--- config.mk ---
export PLATFORM = sky130hd
export DESIGN_NAME = rbc_seg
export DESIGN_NICKNAME = d
export VERILOG_FILES = /design/src/hdl/rbc_pkg.sv /design/src/hdl/rbc_seg.sv
export SDC_FILE = /design/constraint.sdc
export NUM_CORES = 1
export LEC_CHECK = 0
export BUFFER_PORTS_ARGS = -buffer_cell sky130_fd_sc_hd__buf_2
export CAP_MARGIN = 20
export CORE_MARGIN = 2
export CORE_UTILIZATION = 46
export DETAILED_ROUTE_END_ITERATION = 6
export PLACE_DENSITY_LB_ADDON = 0.12
export SLEW_MARGIN = 15
export SYNTH_ARGS = -nofsm -noshare
export SYNTH_HDL_FRONTEND = slang
export SYNTH_SLANG_ARGS = --single-unit
export TNS_END_PERCENT = 50
--- constraint.sdc ---
create_clock -name vclk -period 5.6
set_input_delay 0.84 -clock vclk [all_inputs]
set_output_delay 0.84 -clock vclk [all_outputs]
set_load 0.05 [all_outputs]
--- src/hdl/rbc_pkg.sv ---
// ----------------------------------------------------------------------------
// rbc_pkg
// Shared widths, constants and types of the ROM block cache front end.
// ----------------------------------------------------------------------------
`default_nettype none
package rbc_pkg;

  localparam int unsigned BLOCK_BYTES    = 65536;
  localparam int unsigned ROM_BLOCKS_MAX = 1024;
  localparam int unsigned CACHE_SLOTS    = 32;
  localparam int unsigned AGE_W          = 16;

  localparam int unsigned WITHIN_W = $clog2(BLOCK_BYTES);
  localparam int unsigned BLK_W    = $clog2(ROM_BLOCKS_MAX);
  localparam int unsigned SLOT_W   = $clog2(CACHE_SLOTS);
  localparam int unsigned MAP_W    = SLOT_W + 1;
  localparam int unsigned OFF_W    = 26;
  localparam int unsigned LEN_W    = 17;
  localparam int unsigned ROM_W    = 27;
  localparam int unsigned CADDR_W  = 21;

  localparam logic [AGE_W-1:0]  AGE_MAX     = '1;
  localparam logic [LEN_W-1:0]  BLOCK_LEN   = LEN_W'(BLOCK_BYTES);
  localparam logic [ROM_W-1:0]  CACHE_BYTES = ROM_W'(CACHE_SLOTS * BLOCK_BYTES);
  localparam logic [BLK_W-1:0]  BLK_LAST    = BLK_W'(ROM_BLOCKS_MAX - 1);

  // register byte addresses
  localparam logic [2:0] REG_ROM_SIZE = 3'd0;

  typedef enum logic [6:0] {
    S_CLEAR  = 7'b0000001,
    S_IDLE   = 7'b0000010,
    S_LOOK   = 7'b0000100,
    S_CHECK  = 7'b0001000,
    S_SWEEP  = 7'b0010000,
    S_FIXMAP = 7'b0100000,
    S_FIXNEW = 7'b1000000
  } state_t;

  // segment arithmetic results
  typedef struct packed {
    logic [LEN_W-1:0] seg_len;
    logic [LEN_W-1:0] load_len;
  } seg_info_t;

endpackage
`default_nettype wire

--- src/hdl/rbc_seg.sv ---
// ----------------------------------------------------------------------------
// rbc_seg
// Segment length and ROM load length for the block currently handled.
// ----------------------------------------------------------------------------
`default_nettype none
module rbc_seg (
  input  wire logic [rbc_pkg::BLK_W-1:0]    blk,
  input  wire logic [rbc_pkg::WITHIN_W-1:0] blk_off,
  input  wire logic [rbc_pkg::LEN_W-1:0]    rem_len,
  input  wire logic [rbc_pkg::ROM_W-1:0]    rom_size,
  output rbc_pkg::seg_info_t                info
);
  import rbc_pkg::*;

  logic [LEN_W-1:0] room;
  logic [ROM_W-1:0] blk_start;
  logic [ROM_W-1:0] tail;

  // bytes left in this block from the start position
  assign room = BLOCK_LEN - LEN_W'(blk_off);
  assign info.seg_len = (rem_len > room) ? room : rem_len;

  // load length, short for the final block, zero past the end
  assign blk_start = ROM_W'({blk, {WITHIN_W{1'b0}}});
  assign tail      = rom_size - blk_start;
  always_comb begin
    if (blk_start >= rom_size) begin
      info.load_len = '0;
    end else if (tail < ROM_W'(BLOCK_BYTES)) begin
      info.load_len = LEN_W'(tail);
    end else begin
      info.load_len = BLOCK_LEN;
    end
  end

endmodule
`default_nettype wire

==> flow_summary.toml, run 1 <==
[run_status]
status = "finished, final reports clean"

[critical_path]
path_class = "primary input to primary output"
endpoint_kind = "primary output"
path_max_fanout = 11
arrival_ns = 4.33
crit_required_ns = 4.76
startpoint_type = "primary input"

[finish]
final.clkbuf_count = 0
nets = 439
multiInputGateArea_mm2 = 0.00153
diodes = 0
layout-drive-gt1-share = 0.361
syn_to_final_growth_pct = 34.9
n_sequential_cell = 0
regArea_um2 = 0
fillers = 358

[floorplanning]
chipWidth_um = 64.7
core-area_mm2 = 0.00361
dieArea_mm2 = 0.00419
start_util = 0.471
die_height_um = 64.7
top_level_ports = 104
rows = 22

[global_routing]
grt_max_degree = 18
grt_pass1_vias = 1908
gr-total-overflow = 0
grt_first_pass_wirelength_mm = 7.32
grt_antenna_before_repair = 0
grt.total_usage = 0.204

[sta]
rsz0062_at_grt = "no"
tightestPinTransition_ns = 0.843
setup_viol = 0
relSlewSlack = 0.438
setup_slack_ns = 0.426
finalMaxSlewViolations = 0
fin_setup_tns_ns = 0
clock.fmax_ghz = 0.193
hold_violations = 0
period_minus_slack_ns = 5.17
period_share = 0.924

[synthesis]
synth_top_cells_by_count = "31 x inv_1, 29 x nand2_1, 28 x ha_1, 16 x mux2i_1"
post-synth-top-area-cell = "ha_1"
synth_most_common_cell = "inv_1"
yosysSeqAreaShare = 0
netlist_instances = 236
yosysUniqueCellTypes = 44
yosysTopAreaCellShare = 0.206
synthTopCellsByArea = "ha_1 21%, mux2i_1 9.4%, nor4_2 7.4%, inv_1 6.9%, nand2_1 6.4%"
ys_warn_count = 0
syn_area_mm2 = 0.00170
synthesis.nets = 335
synth_area_per_cell_um2 = 7.19

[drt]
viasPerCell = 5.32
drt_iter0_markers = 33
postRouteAntennaNets = 0
dr_total_vias = 2054
wl_mm = 4.32
drc_errors = 0
firstDrtPassIters = 4
post_drt_wl_per_cell_um = 11.2

[pwr]
pwr-share-comb = 1.000
seq_power_share = 0
internal_power_mw = 0.0865
clkPwrFrac = 0
peakVddDrop_v = 0.0000558
power_density_mw_per_mm2 = 102
p_switching_mw = 0.147
p_sw_frac = 0.629
p_leak_nw = 1.23

[placement]
dp_hpwl_mm = 3.84
globalplace.congestion = 0.824
io_buffers = 104
post-place-ws_ns = -0.0490

[min_path]
hold_start = "rom_size[0]"
whs_path_depth = 4
whs_endpoint = "info[0]"
hold_path_class = "primary input to primary output"

[clock_network]
cts_resized = 0

[job]
max_cap_violations = 0
layout make-up:
cell class / instances / area share
multi-input combinational: 196 / 0.667
timing repair buffer: 111 / 0.256
inverter: 31 / 0.0508
tap: 48 / 0.0262
worst max path at each step:
stage | startpoint | to | depth (start not counted)
3_3_place_gp | blk_off[0] | info[18] | 16
3_5_place_dp | blk_off[0] | info[18] | 16
2_1_floorplan | blk_off[0] | info[23] | 14
5_1_grt | blk_off[0] | info[30] | 17
6_report | blk_off[0] | info[18] | 17
4_1_cts | blk_off[0] | info[18] | 15
placed cells by master (no fill, tap or decap), types with 2 or more instances in the layout:
cell      netlist  layout
o211ai_1        4       4
o21ai_0         4       4
nor3_1          7       7
a21o_1          3       3
nor2_1          8       8
xnor2_1         9       9
or4_1           3       3
nor4_2         10      10
ha_1           28      28
nand4_1         9       9
nand2_1        29      29
a311o_1         2       2
mux2i_1        16      16
buf_2           2     104
nand3_1         2       2
and3_1          2       2
xor2_1         10      10
inv_1          31      31
nor2b_1         5       5
nor4_1         13      13
buf_4           0       6
a21oi_1        13      13
cells by family (layout without fill, tap and decap cells):
group / count (synthesis) / in the layout / share of synthesized area
XOR/XNOR: 19 / 19 / 0.0981
AO/OA/AOI/OAI: 37 / 37 / 0.145
adder cells (fa/ha/maj): 29 / 29 / 0.218
multiplexers: 17 / 17 / 0.101
buffers and inverters: 40 / 142 / 0.108
AND/OR/NAND/NOR: 94 / 94 / 0.329
power groups by stage:
stage | Combinational, mW | Sequential (mW) | Clock, mW
global route | 0.258 | 0 | 0
global placement | 0.227 | 0 | 0
finish | 0.234 | 0 | 0
detailed placement | 0.231 | 0 | 0
CTS | 0.234 | 0 | 0
floorplan | 0.172 | 0 | 0
metrics by stage:
step                area [µm²]   util  power, mW  hold WS [ns]  cells
CTS                       2290  0.635      0.234          2.06    386
floorplan                 1700      -      0.172          1.84    236
global placement          2260  0.627      0.227          2.06    384
detailed placement        2260  0.627      0.231          2.06    384
global route              2290  0.635      0.258          2.09    386
finish                    2290  0.635      0.234          2.06    386
critical path, cell delays in order:
cell	delay (ns)
buf_2	0.12
inv_1	0.07
ha_1	0.20
or4b_1	0.47
nor3_1	0.21
nand2_1	0.12
nor4_1	0.24
xor2_1	0.25
ha_1	0.29
a21oi_1	0.15
nor2b_1	0.05
o21ai_0	0.13
o21ai_0	0.15
o31ai_4	0.33
buf_12	0.18
mux2_1	0.31
buf_2	0.21
layer usage:
layer / global-route usage / routed length [µm] / share of wire
met4: 0.00798 / 17 / 0.0039
met5: 0 / 0 / 0
met3: 0.00694 / 208 / 0.048
met1: 0.225 / 1780 / 0.41
met2: 0.439 / 2310 / 0.54
timing repair:
action	4_1_cts	5_1_grt
setup endpoints to repair	7	0
hold buffers	0	0
setup buffers	2	0
No activity file was read; power rests on OpenSTA's default activity.
==> run 2, diff against run 1 <==
--- a/config.mk
+++ b/config.mk
@@ -7,6 +7,7 @@
 export LEC_CHECK = 0
 export BUFFER_PORTS_ARGS = -buffer_cell sky130_fd_sc_hd__buf_2
 export CAP_MARGIN = 20
+export CORE_ASPECT_RATIO = 1.4
 export CORE_MARGIN = 2
 export CORE_UTILIZATION = 46
 export DETAILED_ROUTE_END_ITERATION = 6
==> flow_summary.toml, run 2 (synthesized netlist as in run 1, its figures left out) <==
[run_status]
status = "finished, final reports clean"

[finish]
final_common_cell = "buf_2"
final_core_util = 0.637
diodes = 0
mostFrequentLayoutCells = "104 x buf_2, 31 x inv_1, 29 x nand2_1"
regArea_um2 = 0
syn_to_final_growth_pct = 34.4
multiInputGateArea_mm2 = 0.00153
fillers = 365
nets = 439
layout-drive-gt1-share = 0.361
final.clkbuf_count = 0
n_sequential_cell = 0

[global_routing]
grt_max_degree = 18
grt_antenna_before_repair = 0
grt_pass1_vias = 1853
grt.total_usage = 0.200
gr-total-overflow = 0
grt_first_pass_wirelength_mm = 7.26

[critical_path]
arrival_ns = 4.39
worst_path_max_delay_cell = "or4b_1"
cp_cell_sequence = "buf_2, inv_1, ha_1, or4b_1, nor3_1, nand2_1, nor4_1, xor2_1, ha_1, a21oi_1, nor2b_1, o21ai_0, o21ai_0, o31ai_4, buf_4, mux2_1, buf_2"
path_buf_inv = 4
startpoint_type = "primary input"
endpoint_kind = "primary output"
critPathTopFamily = "simple AND/OR/NAND/NOR gates"
path_max_fanout = 3
slowest_delay_ns = 0.46
path_class = "primary input to primary output"
crit_required_ns = 4.76

[placement]
dp_hpwl_mm = 3.98
globalplace.congestion = 0.820
post-place-ws_ns = -0.0841
io_buffers = 104

[sta]
rsz0062_at_grt = "no"
setup_viol = 0
period_minus_slack_ns = 5.23
period_share = 0.933
hold_violations = 0
clock.fmax_ghz = 0.191
finalMaxSlewViolations = 0
tightestPinTransition_ns = 0.843
setup_slack_ns = 0.373
relSlewSlack = 0.438

[floorplanning]
top_level_ports = 104
start_util = 0.474
die_height_um = 75.9
rows = 26
chipWidth_um = 55.3
dieArea_mm2 = 0.00420
core-area_mm2 = 0.00358

[drt]
post_drt_wl_per_cell_um = 11.7
firstDrtPassIters = 4
wl_mm = 4.46
drt_iter0_markers = 31
viasPerCell = 5.38
postRouteAntennaNets = 0
dr_total_vias = 2045
drc_errors = 0

[pwr]
peakVddDrop_v = 0.0000811
power_density_mw_per_mm2 = 103
p_leak_nw = 1.22

[job]
max_cap_violations = 0

[min_path]
hold_start = "rom_size[3]"
whs_path_depth = 4
hold_path_class = "primary input to primary output"
whs_endpoint = "info[3]"

[clock_network]
cts_resized = 0
## run 2: report_power, final
group          leakage, nW  switching [mW]  internal [mW]  total (mW)
registers                0               0              0           0
clock network            0               0              0           0
logic                 1.22           0.147         0.0870       0.234
## run 2: cell type report
cell class / count / area share
timing repair buffer: 111 / 0.257
multi-input combinational: 196 / 0.669
tap: 42 / 0.0230
inverter: 31 / 0.0510
## run 2: through the flow
step / hold slack, ns / instance area [µm²] / instances / TNS, ns / power [mW]
after floorplan: 1.84 / 1700 / 236 / -0.675 / 0.172
after CTS: 2.07 / 2280 / 380 / 0 / 0.235
after global placement: 2.06 / 2250 / 378 / 0 / 0.229
final: 2.07 / 2280 / 380 / 0 / 0.234
after detailed placement: 2.07 / 2250 / 378 / -0.803 / 0.231
after global routing: 2.09 / 2280 / 380 / 0 / 0.258
## run 2: tightest hold or removal path: stages
cell	delay [ns]
buf_2	0.10
nand2_1	0.05
nor4_1	0.03
buf_2	0.20
## run 2: layer usage
metal | vias up | GRT usage | share of wire
met4 | 0 | 0.0352 | 0.012
met5 | - | 0 | 0
met1 | 897 | 0.207 | 0.38
met3 | 6 | 0.00849 | 0.050
li1 | 1075 | - | -
met2 | 67 | 0.444 | 0.56
## run 2: worst max-delay path by stage
| stage | cells after the start | start | slack, ns | endpoint |
|---|---|---|---|---|
| 6_report | 17 | blk_off[0] | 0.37 | info[18] |
| 4_1_cts | 17 | blk_off[0] | 0.40 | info[18] |
| 5_1_grt | 17 | blk_off[0] | 0.08 | info[30] |
| 3_3_place_gp | 16 | blk_off[0] | 0.02 | info[18] |
| 3_5_place_dp | 16 | blk_off[0] | -0.08 | info[18] |
| 2_1_floorplan | 14 | blk_off[0] | -0.07 | info[23] |
## run 2: repair_timing
action | in CTS | in global routing
setup buffers | 2 | 0
setup endpoints to repair | 17 | 0
hold buffers | 0 | 0
==> run 3, diff against run 2 <==
--- a/config.mk
+++ b/config.mk
@@ -5,12 +5,13 @@
 export SDC_FILE = /design/constraint.sdc
 export NUM_CORES = 1
 export LEC_CHECK = 0
-export BUFFER_PORTS_ARGS = -buffer_cell sky130_fd_sc_hd__buf_2
+export ABC_AREA = 1
 export CAP_MARGIN = 20
 export CORE_ASPECT_RATIO = 1.4
 export CORE_MARGIN = 2
-export CORE_UTILIZATION = 46
+export CORE_UTILIZATION = 65
 export DETAILED_ROUTE_END_ITERATION = 6
+export DONT_BUFFER_PORTS = 1
 export PLACE_DENSITY_LB_ADDON = 0.12
 export SLEW_MARGIN = 15
 export SYNTH_ARGS = -nofsm -noshare
==> flow_summary.toml, run 3 <==
[floorplanning]
dieArea_mm2 = 0.00362
die_height_um = 70.4
rows = 24
core-area_mm2 = 0.00306
top_level_ports = 104
chipWidth_um = 51.4
start_util = 0.669

[synthesis]
netlist_instances = 384
yosysUniqueCellTypes = 29
synth_top_cells_by_count = "115 x nand2_1, 70 x inv_1, 44 x nand3_1, 31 x nor2_1, 28 x ha_1"
yosysTopAreaCellShare = 0.211
syn_area_mm2 = 0.00205
yosysSeqAreaShare = 0
synthTopCellsByArea = "nand2_1 21%, ha_1 17%, inv_1 13%, nand3_1 11%, nor2_1 5.7%"
post-synth-top-area-cell = "nand2_1"
synthesis.nets = 483
ys_warn_count = 0
synth_most_common_cell = "nand2_1"
synth_area_per_cell_um2 = 5.33

[sta]
period_share = 0.863
period_minus_slack_ns = 4.83
setup_viol = 0
relSlewSlack = 0.301
fin_setup_tns_ns = 0
hold_violations = 0
clock.fmax_ghz = 0.207
finalMaxSlewViolations = 0
tightestPinTransition_ns = 1.05
rsz0062_at_grt = "no"

[finish]
multiInputGateArea_mm2 = 0.00175
final_cell_count_no_fill = 417
layout-drive-gt1-share = 0.0714
syn_to_final_growth_pct = 0.427
mostFrequentLayoutCells = "115 x nand2_1, 70 x inv_1, 44 x nand3_1"
diodes = 0
final_common_cell = "nand2_1"
nets = 479
regArea_um2 = 0
fillers = 322
n_sequential_cell = 0
final.clkbuf_count = 0

[critical_path]
path_max_fanout = 18
endpoint_kind = "primary output"
path_class = "primary input to primary output"
arrival_ns = 3.99
crit_required_ns = 4.76
startpoint_type = "primary input"

[drt]
drt_iter0_markers = 44
drc_errors = 0
firstDrtPassIters = 4
wl_mm = 4.91
dr_total_vias = 2308
postRouteAntennaNets = 0
post_drt_wl_per_cell_um = 11.8
viasPerCell = 5.53

[pwr]
clkPwrFrac = 0
p_switching_mw = 0.149
seq_power_share = 0
power_density_mw_per_mm2 = 100
pwr-share-comb = 1.000
power_mw = 0.207
p_sw_frac = 0.720
internal_power_mw = 0.0580
peakVddDrop_v = 0.0000708
p_leak_nw = 1.22

[global_routing]
grt_pass1_vias = 2053
grt_antenna_before_repair = 0
grt_max_degree = 19
grt_first_pass_wirelength_mm = 7.93
grt.total_usage = 0.265
gr-total-overflow = 0

[placement]
dp_hpwl_mm = 4.35
io_buffers = 0
globalplace.congestion = 0.890
dp.cells = 417

[min_path]
whs_path_depth = 2
hold_path_class = "primary input to primary output"

[clock_network]
cts_resized = 0
hold_buffers = 0
post_cts_buffers = 0

[job]
max_cap_violations = 0

[run_status]
status = "finished, final reports clean"
## run 3: cell types whose count changed after synthesis, sizes merged, moves of 8 or more
| cell | before | now |
|---|---|---|
| nand3 | 2 | 48 |
| mux2i | 16 | 0 |
| nor2 | 8 | 44 |
| inv | 31 | 70 |
| nor4 | 23 | 6 |
| xnor2 | 9 | 1 |
| nand2 | 29 | 122 |
| nand3b | 1 | 9 |
## run 3: area by class of cell
type,instances,area share
multi-input combinational,308,0.849
inverter,70,0.128
tap,39,0.0237
## run 3: final timing paths
path                       end         from  slack (ns)
worst min-delay path   info[8]  rom_size[8]        1.88
worst max-delay path  info[31]   blk_off[0]        0.77
## run 3: critical path, cell delays in order
cell and delay [ns]:
inv_1 0.04, ha_1 0.17, nand3_1 0.17, nor2_1 0.21
nand2_1 0.10, nor2_1 0.17, nand3_1 0.11, nor3_1 0.14
nand3_1 0.10, ha_1 0.33, nand4_1 0.15, nor3_1 0.25
nand4_1 0.19, nand3_2 0.33, nand2_2 0.27, nand2_1 0.12
nand2_1 0.30
## run 3: cells by family (layout without fill, tap and decap cells)
logic type      Yosys count  count (layout)  synth area share
fa+ha+maj                29              29             0.181
xor+xnor                  6               6            0.0257
simple gates            250             250             0.588
compound gates           23              23            0.0580
buf+inv                  76              70             0.148
## run 3: metal layers
| metal | part of all wire | routed length (µm) | GRT usage |
|---|---|---|---|
| met4 | 0.015 | 76 | 0.0439 |
| met5 | 0 | 0 | 0 |
| met1 | 0.37 | 1800 | 0.262 |
| met2 | 0.56 | 2750 | 0.561 |
| met3 | 0.057 | 278 | 0.0214 |
## run 3: power groups by stage
stage          sequential (mW)  clock [mW]  combinational, mW
2_1_floorplan                0           0              0.183
3_3_place_gp                 0           0              0.204
3_5_place_dp                 0           0              0.207
4_1_cts                      0           0              0.207
5_1_grt                      0           0              0.232
6_report                     0           0              0.207
## run 3: stage by stage
step / setup WS (ns) / hold slack, ns / instance area (µm²) / util
after global placement: 0.866 / 1.88 / 2060 / 0.672
after floorplan: 1.35 / 1.87 / 2050 / -
after detailed placement: 0.760 / 1.88 / 2060 / 0.672
after global routing: 0.449 / 1.88 / 2060 / 0.672
after CTS: 0.757 / 1.88 / 2060 / 0.672
final: 0.770 / 1.88 / 2060 / 0.672
